<file path="src/hdl/dwcs_pkg.sv">
package dwcs_pkg;

   // field widths of the stream payloads
   localparam int COORD_W    = 24;
   localparam int REQ_DATA_W = 4 * COORD_W;
   localparam int REQ_USER_W = 2;
   localparam int RSP_DATA_W = 3 * COORD_W;
   localparam int RSP_USER_W = 2;

   // default sizing of the accumulators
   localparam int MAX_POINTS_DEF = 4096;
   localparam int SUM_W_DEF      = 2 * COORD_W + $clog2(MAX_POINTS_DEF);
   localparam int TOT_W_DEF      = COORD_W + $clog2(MAX_POINTS_DEF);

   // command carried in req_tuser
   typedef enum logic [1:0] {
      CMD_CLEAR  = 2'd0,
      CMD_ACCUM  = 2'd1,
      CMD_FINISH = 2'd2,
      CMD_SHIFT  = 2'd3
   } cmd_type;

   // result kind carried in rsp_tuser[0]
   typedef enum logic {
      KIND_CENTER = 1'b0,
      KIND_SHIFT  = 1'b1
   } kind_type;

   localparam logic [1:0] AXIS_X = 2'd0;
   localparam logic [1:0] AXIS_Z = 2'd2;

   // controller to datapath
   typedef struct packed {
      logic       load_in;
      logic       sum_clr;
      logic       sum_acc;
      logic       div_start;
      logic       div_step;
      logic       div_store;
      logic       zero_center;
      logic       out_load;
      kind_type   out_kind;
      logic [1:0] axis;
   } ctl_cmd_type;

   // datapath to controller
   typedef struct packed {
      logic tot_zero;
      logic div_done;
      logic out_free;
   } ctl_stat_type;

endpackage

</file>
<file path="src/hdl/dwcs_ctrl.sv">
module dwcs_ctrl (
   input  logic                                   clock,
   input  logic                                   reset,
   input  logic                                   req_tvalid,
   output logic                                   req_tready,
   input  logic [dwcs_pkg::REQ_USER_W-1:0]        req_tuser,
   input  dwcs_pkg::ctl_stat_type                 stat,
   output dwcs_pkg::ctl_cmd_type                  cmd
);
   import dwcs_pkg::*;

   typedef enum logic [5:0] {
      ST_IDLE  = 6'b000001,
      ST_ACC   = 6'b000010,
      ST_FIN   = 6'b000100,
      ST_DIV   = 6'b001000,
      ST_STORE = 6'b010000,
      ST_SEND  = 6'b100000
   } state_type;

   state_type  state_ff, state_in;
   logic [1:0] axis_ff, axis_in;
   kind_type   kind_ff, kind_in;
   cmd_type    req_cmd;

   assign req_cmd = cmd_type'(req_tuser);

   // next state and command decode
   always_comb begin
      state_in   = state_ff;
      axis_in    = axis_ff;
      kind_in    = kind_ff;
      req_tready = 1'b0;
      cmd        = '0;
      cmd.axis   = axis_ff;
      cmd.out_kind = kind_ff;
      unique case (state_ff)
         ST_IDLE: begin
            req_tready = 1'b1;
            if (req_tvalid) begin
               cmd.load_in = 1'b1;
               axis_in     = AXIS_X;
               unique case (req_cmd)
                  CMD_CLEAR:  cmd.sum_clr = 1'b1;
                  CMD_ACCUM:  state_in = ST_ACC;
                  CMD_FINISH: begin
                     kind_in  = KIND_CENTER;
                     state_in = ST_FIN;
                  end
                  CMD_SHIFT: begin
                     kind_in  = KIND_SHIFT;
                     state_in = ST_SEND;
                  end
                  default: state_in = ST_IDLE;
               endcase
            end
         end
         ST_ACC: begin
            cmd.sum_acc = 1'b1;
            state_in    = ST_IDLE;
         end
         ST_FIN: begin
            if (stat.tot_zero) begin
               cmd.zero_center = 1'b1;
               state_in        = ST_SEND;
            end else begin
               cmd.div_start = 1'b1;
               state_in      = ST_DIV;
            end
         end
         ST_DIV: begin
            cmd.div_step = 1'b1;
            if (stat.div_done) begin
               state_in = ST_STORE;
            end
         end
         ST_STORE: begin
            cmd.div_store = 1'b1;
            if (axis_ff == AXIS_Z) begin
               state_in = ST_SEND;
            end else begin
               axis_in  = axis_ff + 2'd1;
               state_in = ST_FIN;
            end
         end
         ST_SEND: begin
            if (stat.out_free) begin
               cmd.out_load = 1'b1;
               state_in     = ST_IDLE;
            end
         end
         default: state_in = ST_IDLE;
      endcase
   end

   always_ff @(posedge clock) begin
      if (reset) begin
         state_ff <= ST_IDLE;
         axis_ff  <= AXIS_X;
         kind_ff  <= KIND_CENTER;
      end else begin
         state_ff <= state_in;
         axis_ff  <= axis_in;
         kind_ff  <= kind_in;
      end
   end

endmodule

</file>
<file path="config.mk">
export PLATFORM = sky130hd
export DESIGN_NAME = dwcs_ctrl
export DESIGN_NICKNAME = d
export VERILOG_FILES = /design/src/hdl/dwcs_pkg.sv /design/src/hdl/dwcs_ctrl.sv
export SDC_FILE = /design/constraint.sdc
export NUM_CORES = 1
export LEC_CHECK = 0
export BUFFER_PORTS_ARGS = -buffer_cell sky130_fd_sc_hd__buf_2
export CORE_AREA = 2 2 39 41
export CTS_CLUSTER_DIAMETER = 200
export DETAILED_ROUTE_END_ITERATION = 6
export DIE_AREA = 0 0 41 43
export GPL_TIMING_DRIVEN = 0
export PLACE_DENSITY = 0.73
export SETUP_SLACK_MARGIN = 0.5
export SYNTH_ARGS = -nofsm -noshare
export SYNTH_HDL_FRONTEND = slang
export SYNTH_SLANG_ARGS = --single-unit
</file>
<file path="constraint.sdc">
create_clock -name clock -period 2.68 [get_ports clock]
set_input_delay 0.536 -clock clock [delete_from_list [all_inputs] [get_ports clock]]
set_output_delay 0.536 -clock clock [all_outputs]
set_load 0.02 [all_outputs]
</file>
==> flow_metrics.env, run 1 <==
export IMPL_die_w_um=41
export IMPL_setup_viol=0
export IMPL_drv_cap=0
export IMPL_grt_pass1_vias=539
export IMPL_yosysMostFrequentCell="dfxtp_1"
export IMPL_layout_drive_gt1_share=0.406
export IMPL_cts_buffers_inserted=3
export IMPL_fin_worst_hold_slack_ns=0.480
export IMPL_ys_types=31
export IMPL_hp_class="reg -> reg"
export IMPL_power_density_nw_per_um2=851
export IMPL_nets=110
export IMPL_arrival_ns=1.69
export IMPL_clk_pin_slew_ns=0.07
export IMPL_synth_area_leaders="dfxtp_1 30%, ha_1 10%, nand3_1 5.0%"
export IMPL_syn_to_final_growth_pct=34.9
export IMPL_die_h_um=43
export IMPL_fp_row_count=14
export IMPL_gr_total_overflow=0
export IMPL_clk_latency_ns=0.27
export IMPL_end_kind="output pin"
export IMPL_track_usage=0.186
export IMPL_worst_pin_slew_ns=0.426
export IMPL_fill_cells=133
export IMPL_crit_path_max_fanout=7
export IMPL_maxSlewHeadroom=0.713
export IMPL_async_flop_share=0
export IMPL_synth_flop_cell="dfxtp_1"
export IMPL_route_detailed_drc=0
export IMPL_ios=20
export IMPL_final_hold_viol_count=0
export IMPL_postSynthCellCount=72
export IMPL_instances_no_fill=112
export IMPL_finalCritPeriodShare=0.831
export IMPL_final_util=0.587
export IMPL_antennaDiodeCount=0
export IMPL_synthTopCellsByCount="9 x dfxtp_1, 8 x inv_1, 6 x nand3_1"
export IMPL_drt_iter0_drc=9
export IMPL_required_ns=2.14
export IMPL_max_freq_mhz=449
export IMPL_grt_max_degree=10
export IMPL_drt_total_wl_um=1420
export IMPL_rsz0062_at_grt="yes"
export IMPL_period_minus_slack_ns=2.23
export IMPL_finalSetupTns_ns=0
export IMPL_dpl_cell_count=106
export IMPL_syn_avg_cell_area_um2=8.36
export IMPL_clock_skew_ns=0.00938
export IMPL_vias=626
export IMPL_drv_slew=0
export IMPL_routed_via_density=5.59
export IMPL_clock_sinks=9
export IMPL_place_congestion=0.773
export IMPL_syn_area_um2=602
export IMPL_synth_top_area_share=0.299
export IMPL_avgRoutedWirePerCell_um=12.7
export IMPL_core_um2=1380
export IMPL_fp_dieArea_um2=1760
export IMPL_dp_hpwl_um=1030
export IMPL_yosysWarnings=0
export IMPL_clock_path_buffers=2
export IMPL_postRouteAntennaNets=0
export IMPL_leakagePower_nw=0.375
export IMPL_p_total_mw=0.691
export IMPL_ys_seq_area_frac=0.299
export IMPL_status="complete, no violations"
export IMPL_cts_tree="yes"
export IMPL_syn_num_nets=85
export IMPL_cts_htree_levels=1
export IMPL_worst_setup_path_type="reg -> out"
export IMPL_start_util=0.435
export IMPL_ir_worst_vdd_mv=0.488
export IMPL_synth_top_area_cell="dfxtp_1"
export IMPL_grt_pass1_wl_um=2210
export IMPL_cts_hold_fix_buffers=0
export IMPL_firstDrtPassIters=4
export IMPL_yosys_register_bits=9
export IMPL_clockRootBuffer="clkbuf_4"
export IMPL_start_kind="register"
export IMPL_synth_edf_count=0
export IMPL_io_buffers=18
export IMPL_grt_antenna_before_repair=0
-- registers in the layout, indices dropped and copies added, names as in the netlist --
name,count
kind_ff,1
state_ff,6
axis_ff,2
-- path summary, 6_finish.rpt --
check | from | to | slack [ns] | cells after the start
setup / recovery | state_ff[5] | cmd[9] | 0.45 | 4
hold / removal | kind_ff | kind_ff | 0.48 | 2
hold reg to reg | kind_ff | kind_ff | 0.48 | 2
setup reg to reg | state_ff[5] | axis_ff[1] | 0.84 | 5
-- kinds of logic (layout without fill, tap and decap cells) --
family / Yosys count / count (layout) / share of synthesized area
AND/OR/NAND/NOR: 34 / 34 / 0.351
AO/OA/AOI/OAI: 14 / 14 / 0.177
buffers and inverters: 10 / 34 / 0.0686
flip-flops: 9 / 9 / 0.299
adder cells (fa/ha/maj): 5 / 5 / 0.104
-- critical path: stages (launching register included) --
cell	delay, ns
dfxtp_4	0.37
or4_4	0.56
nor2_4	0.18
and3_4	0.20
buf_6	0.11
-- area by class of cell --
cell class / count / area (µm²) / area share
multi-input combinational: 53 / 423 / 0.521
sequential: 9 / 185 / 0.228
timing repair buffer: 20 / 116 / 0.143
inverter: 8 / 30.0 / 0.0370
clock buffer: 4 / 26.3 / 0.0324
tap: 16 / 20.0 / 0.0247
buffer: 2 / 11.3 / 0.0139
-- timing repair --
action	4_1_cts	5_1_grt
endpoints found under the setup margin	7	8
endpoints found under the hold margin	0	0
pin swaps	2	3
gates resized for setup	3	12
setup buffers	1	1
-- through the flow --
step / setup slack (ns) / area, µm²
after floorplan: 0.604 / 602
final: 0.452 / 812
after detailed placement: 0.649 / 712
after global routing: 0.418 / 812
after CTS: 0.454 / 761
after global placement: 0.647 / 712
-- report_power, final --
part	internal [mW]	switching [mW]	total [mW]	leakage (nW)
Clock	0.0575	0.0504	0.108	0.0150
Sequential	0.159	0.0338	0.193	0.0745
Combinational	0.170	0.221	0.391	0.285
-- layout by cell type (no fill, tap or decap), types with 2 or more instances in the layout --
master	netlist	routed
nor3_4	0	2
or4_4	1	2
o21ai_0	3	3
a21oi_1	2	2
dfxtp_1	9	7
nand3_1	6	6
nor4_1	3	2
ha_1	5	5
buf_2	0	15
buf_4	1	5
nand2b_1	3	3
inv_1	8	8
nand2_1	4	4
nor2_1	2	2
clkbuf_4	0	3
nor3b_1	4	4
-- metal layers --
metal,GRT usage,part of all wire
met5,0,0
met4,0.120,0.028
met3,0.0314,0.031
met1,0.253,0.48
met2,0.259,0.46
Power figures use the tool's default switching activity.
==> run 2, diff against run 1 <==
--- a/config.mk
+++ b/config.mk
@@ -5,11 +5,12 @@
 export SDC_FILE = /design/constraint.sdc
 export NUM_CORES = 1
 export LEC_CHECK = 0
+export ABC_AREA = 1
 export BUFFER_PORTS_ARGS = -buffer_cell sky130_fd_sc_hd__buf_2
-export CORE_AREA = 2 2 39 41
+export CORE_MARGIN = 2
+export CORE_UTILIZATION = 44
 export CTS_CLUSTER_DIAMETER = 200
 export DETAILED_ROUTE_END_ITERATION = 6
-export DIE_AREA = 0 0 41 43
 export GPL_TIMING_DRIVEN = 0
 export PLACE_DENSITY = 0.73
 export SETUP_SLACK_MARGIN = 0.5
==> constraint.sdc (replaced) <==
create_clock -name clock -period 1.8 [get_ports clock]
set_input_delay 0.36 -clock clock [delete_from_list [all_inputs] [get_ports clock]]
set_output_delay 0.36 -clock clock [all_outputs]
set_load 0.02 [all_outputs]
==> run 2 against run 1 <==
Net effect:
- cell area grew 21%
- flip-flop and latch count unchanged
- setup slack got worse by 0.24 ns
- largest power group unchanged
- critical endpoint is now cmd[3]
- cell count up 30%
- clock-buffer cell count unchanged
- critical path depth is 1 higher
- hold slack worse by 0.13 ns
- wire length up 21%
==> flow_metrics.env, run 2 <==
export IMPL_leakagePower_nw=0.500
export IMPL_status="complete, no violations"
export IMPL_ys_types=22
export IMPL_fp_row_count=14
export IMPL_syn_to_final_growth_pct=47.3
export IMPL_setup_viol=0
export IMPL_crit_path_max_fanout=7
export IMPL_rsz0062_at_grt="yes"
export IMPL_slowest_delay_ns=0.34
export IMPL_start_util=0.455
export IMPL_synth_top_area_cell="dfxtp_1"
export IMPL_yosysMostFrequentCell="inv_1"
export IMPL_finalSetupTns_ns=0
export IMPL_gr_total_overflow=0
export IMPL_grt_antenna_before_repair=0
export IMPL_drt_total_wl_um=1710
export IMPL_hold_depth=2
export IMPL_synth_area_leaders="dfxtp_1 27%, inv_1 10%, ha_1 9.3%"
export IMPL_end_kind="output pin"
export IMPL_nets=144
export IMPL_ir_worst_vdd_mv=0.809
export IMPL_drv_cap=0
export IMPL_core_um2=1470
export IMPL_pre_cts_ws_ns=0.290
export IMPL_maxSlewHeadroom=0.875
export IMPL_largest_reg_flops=6
export IMPL_syn_num_nets=110
export IMPL_syn_area_um2=669
export IMPL_async_flop_share=0
export IMPL_drv_slew=0
export IMPL_regMostFlops="state_ff"
export IMPL_vias=725
export IMPL_cts_buffers_inserted=3
export IMPL_synth_top_area_share=0.269
export IMPL_postSynthCellCount=97
export IMPL_grt_pass1_wl_um=2460
export IMPL_track_usage=0.180
export IMPL_clockRootBuffer="clkbuf_4"
export IMPL_synth_flop_cell="dfxtp_1"
export IMPL_antennaDiodeCount=0
export IMPL_synth_edf_count=0
export IMPL_yosysWarnings=0
export IMPL_p_total_mw=1.29
export IMPL_worst_path_stages=5
export IMPL_crit_buf_inv=1
export IMPL_die_h_um=43.0
export IMPL_layout_drive_gt1_share=0.500
export IMPL_fill_cells=132
export IMPL_final_common_cell="inv_1"
export IMPL_placed_area_um2=797
export IMPL_die_w_um=43.0
export IMPL_period_minus_slack_ns=1.58
export IMPL_finalCritPeriodShare=0.880
export IMPL_ys_seq_area_frac=0.269
export IMPL_avgRoutedWirePerCell_um=11.7
export IMPL_cts_tree="yes"
export IMPL_power_density_nw_per_um2=1310
export IMPL_yosys_register_bits=9
export IMPL_grt_max_degree=8
export IMPL_routed_via_density=4.97
export IMPL_finish_instance_area_um2=986
export IMPL_ios=20
export IMPL_cts_htree_levels=1
export IMPL_instances_no_fill=146
export IMPL_start_kind="register"
export IMPL_slowest_stage="dfxtp_2"
export IMPL_syn_avg_cell_area_um2=6.90
export IMPL_reg_top3="state_ff: 6 flops, axis_ff: 2 flops, kind_ff: 1 flops"
export IMPL_route_detailed_drc=0
export IMPL_grt_pass1_vias=593
export IMPL_arrival_ns=1.22
export IMPL_dpl_cell_count=132
export IMPL_clock_sinks=9
export IMPL_place_congestion=0.784
export IMPL_clk_pin_slew_ns=0.06
export IMPL_clock_skew_ns=0.00294
export IMPL_clk_latency_ns=0.26
export IMPL_final_cell_mix="17 x inv_1, 15 x buf_4, 12 x nand2_1"
export IMPL_max_freq_mhz=631
export IMPL_drt_iter0_drc=14
export IMPL_synthTopCellsByCount="18 x inv_1, 14 x nor2_1, 13 x nand2_1"
export IMPL_finalWorstSetupSlack_ns=0.215
export IMPL_worst_setup_path_type="reg -> out"
export IMPL_final_hold_viol_count=0
export IMPL_postRouteAntennaNets=0
export IMPL_cpLargestDelayFamily="simple AND/OR/NAND/NOR gates"
export IMPL_fp_dieArea_um2=1850
export IMPL_worst_pin_slew_ns=0.187
export IMPL_io_buffers=19
export IMPL_clock_path_buffers=2
export IMPL_critical_path_cell_chain="nor2_4 -> and2_4 -> nand2_1 -> nor2_2 -> buf_4"
export IMPL_firstDrtPassIters=4
export IMPL_required_ns=1.44
export IMPL_dp_hpwl_um=1140
export IMPL_ff2ff_path_depth=9
export IMPL_hp_class="in -> reg"
## run 2: cell count changes after synthesis, sizes merged, moves of 3 or more
cell / previous run / this run
nand4: 0 / 5
nand2b: 3 / 0
nand2: 4 / 15
nor3b: 4 / 0
inv: 8 / 20
nor2: 4 / 22
nor4: 3 / 0
## run 2: power by group
part | total, mW | internal [mW] | switching, mW
sequential | 0.301 | 0.249 | 0.0521
combinational | 0.838 | 0.375 | 0.463
clock | 0.153 | 0.0853 | 0.0679
## run 2: logic make-up after synthesis
kind of cell	count (synthesis)	share of synthesized area
AOI/OAI and AO/OA	7	0.0617
adders and majority gates	5	0.0935
buffers and inverters	21	0.123
DFF	9	0.269
and+or+nand+nor	55	0.452
## run 2: metal layers
layer  global-route usage  wire (µm)  vias up
met3               0.0298         94        7
li1                     -          -      370
met4               0.0909         42        0
met1                0.204        661      320
met5                    0          0        -
met2                0.318        910       28
## run 2: cell type report
cell class,instances,area (µm²),area share
multi-input combinational,67,457,0.463
tap,16,20.0,0.0203
timing repair buffer,29,205,0.208
buffer,1,7.51,0.00761
sequential,9,195,0.198
clock buffer,4,26.3,0.0266
inverter,20,75.1,0.0761
## run 2: worst paths after layout
kind | startpoint | endpoint | slack (ns)
worst max register to register | state_ff[5] | axis_ff[0] | 0.49
worst min register to register | kind_ff | kind_ff | 0.48
worst max-delay path | state_ff[0] | cmd[3] | 0.22
worst min-delay path | reset | axis_ff[1] | 0.35
## run 2: stage by stage
step           hold slack, ns   util
2_1_floorplan           0.422      -
5_1_grt                 0.339  0.670
6_report                0.346  0.670
3_3_place_gp            0.464  0.542
3_5_place_dp            0.475  0.542
4_1_cts                 0.344  0.615
## run 2: timing repair
action,CTS,global route
setup endpoints to repair,9,16
buffers inserted,4,6
pin swaps,4,5
hold endpoints to repair,0,0
resized for setup,21,12
hold buffers,0,0
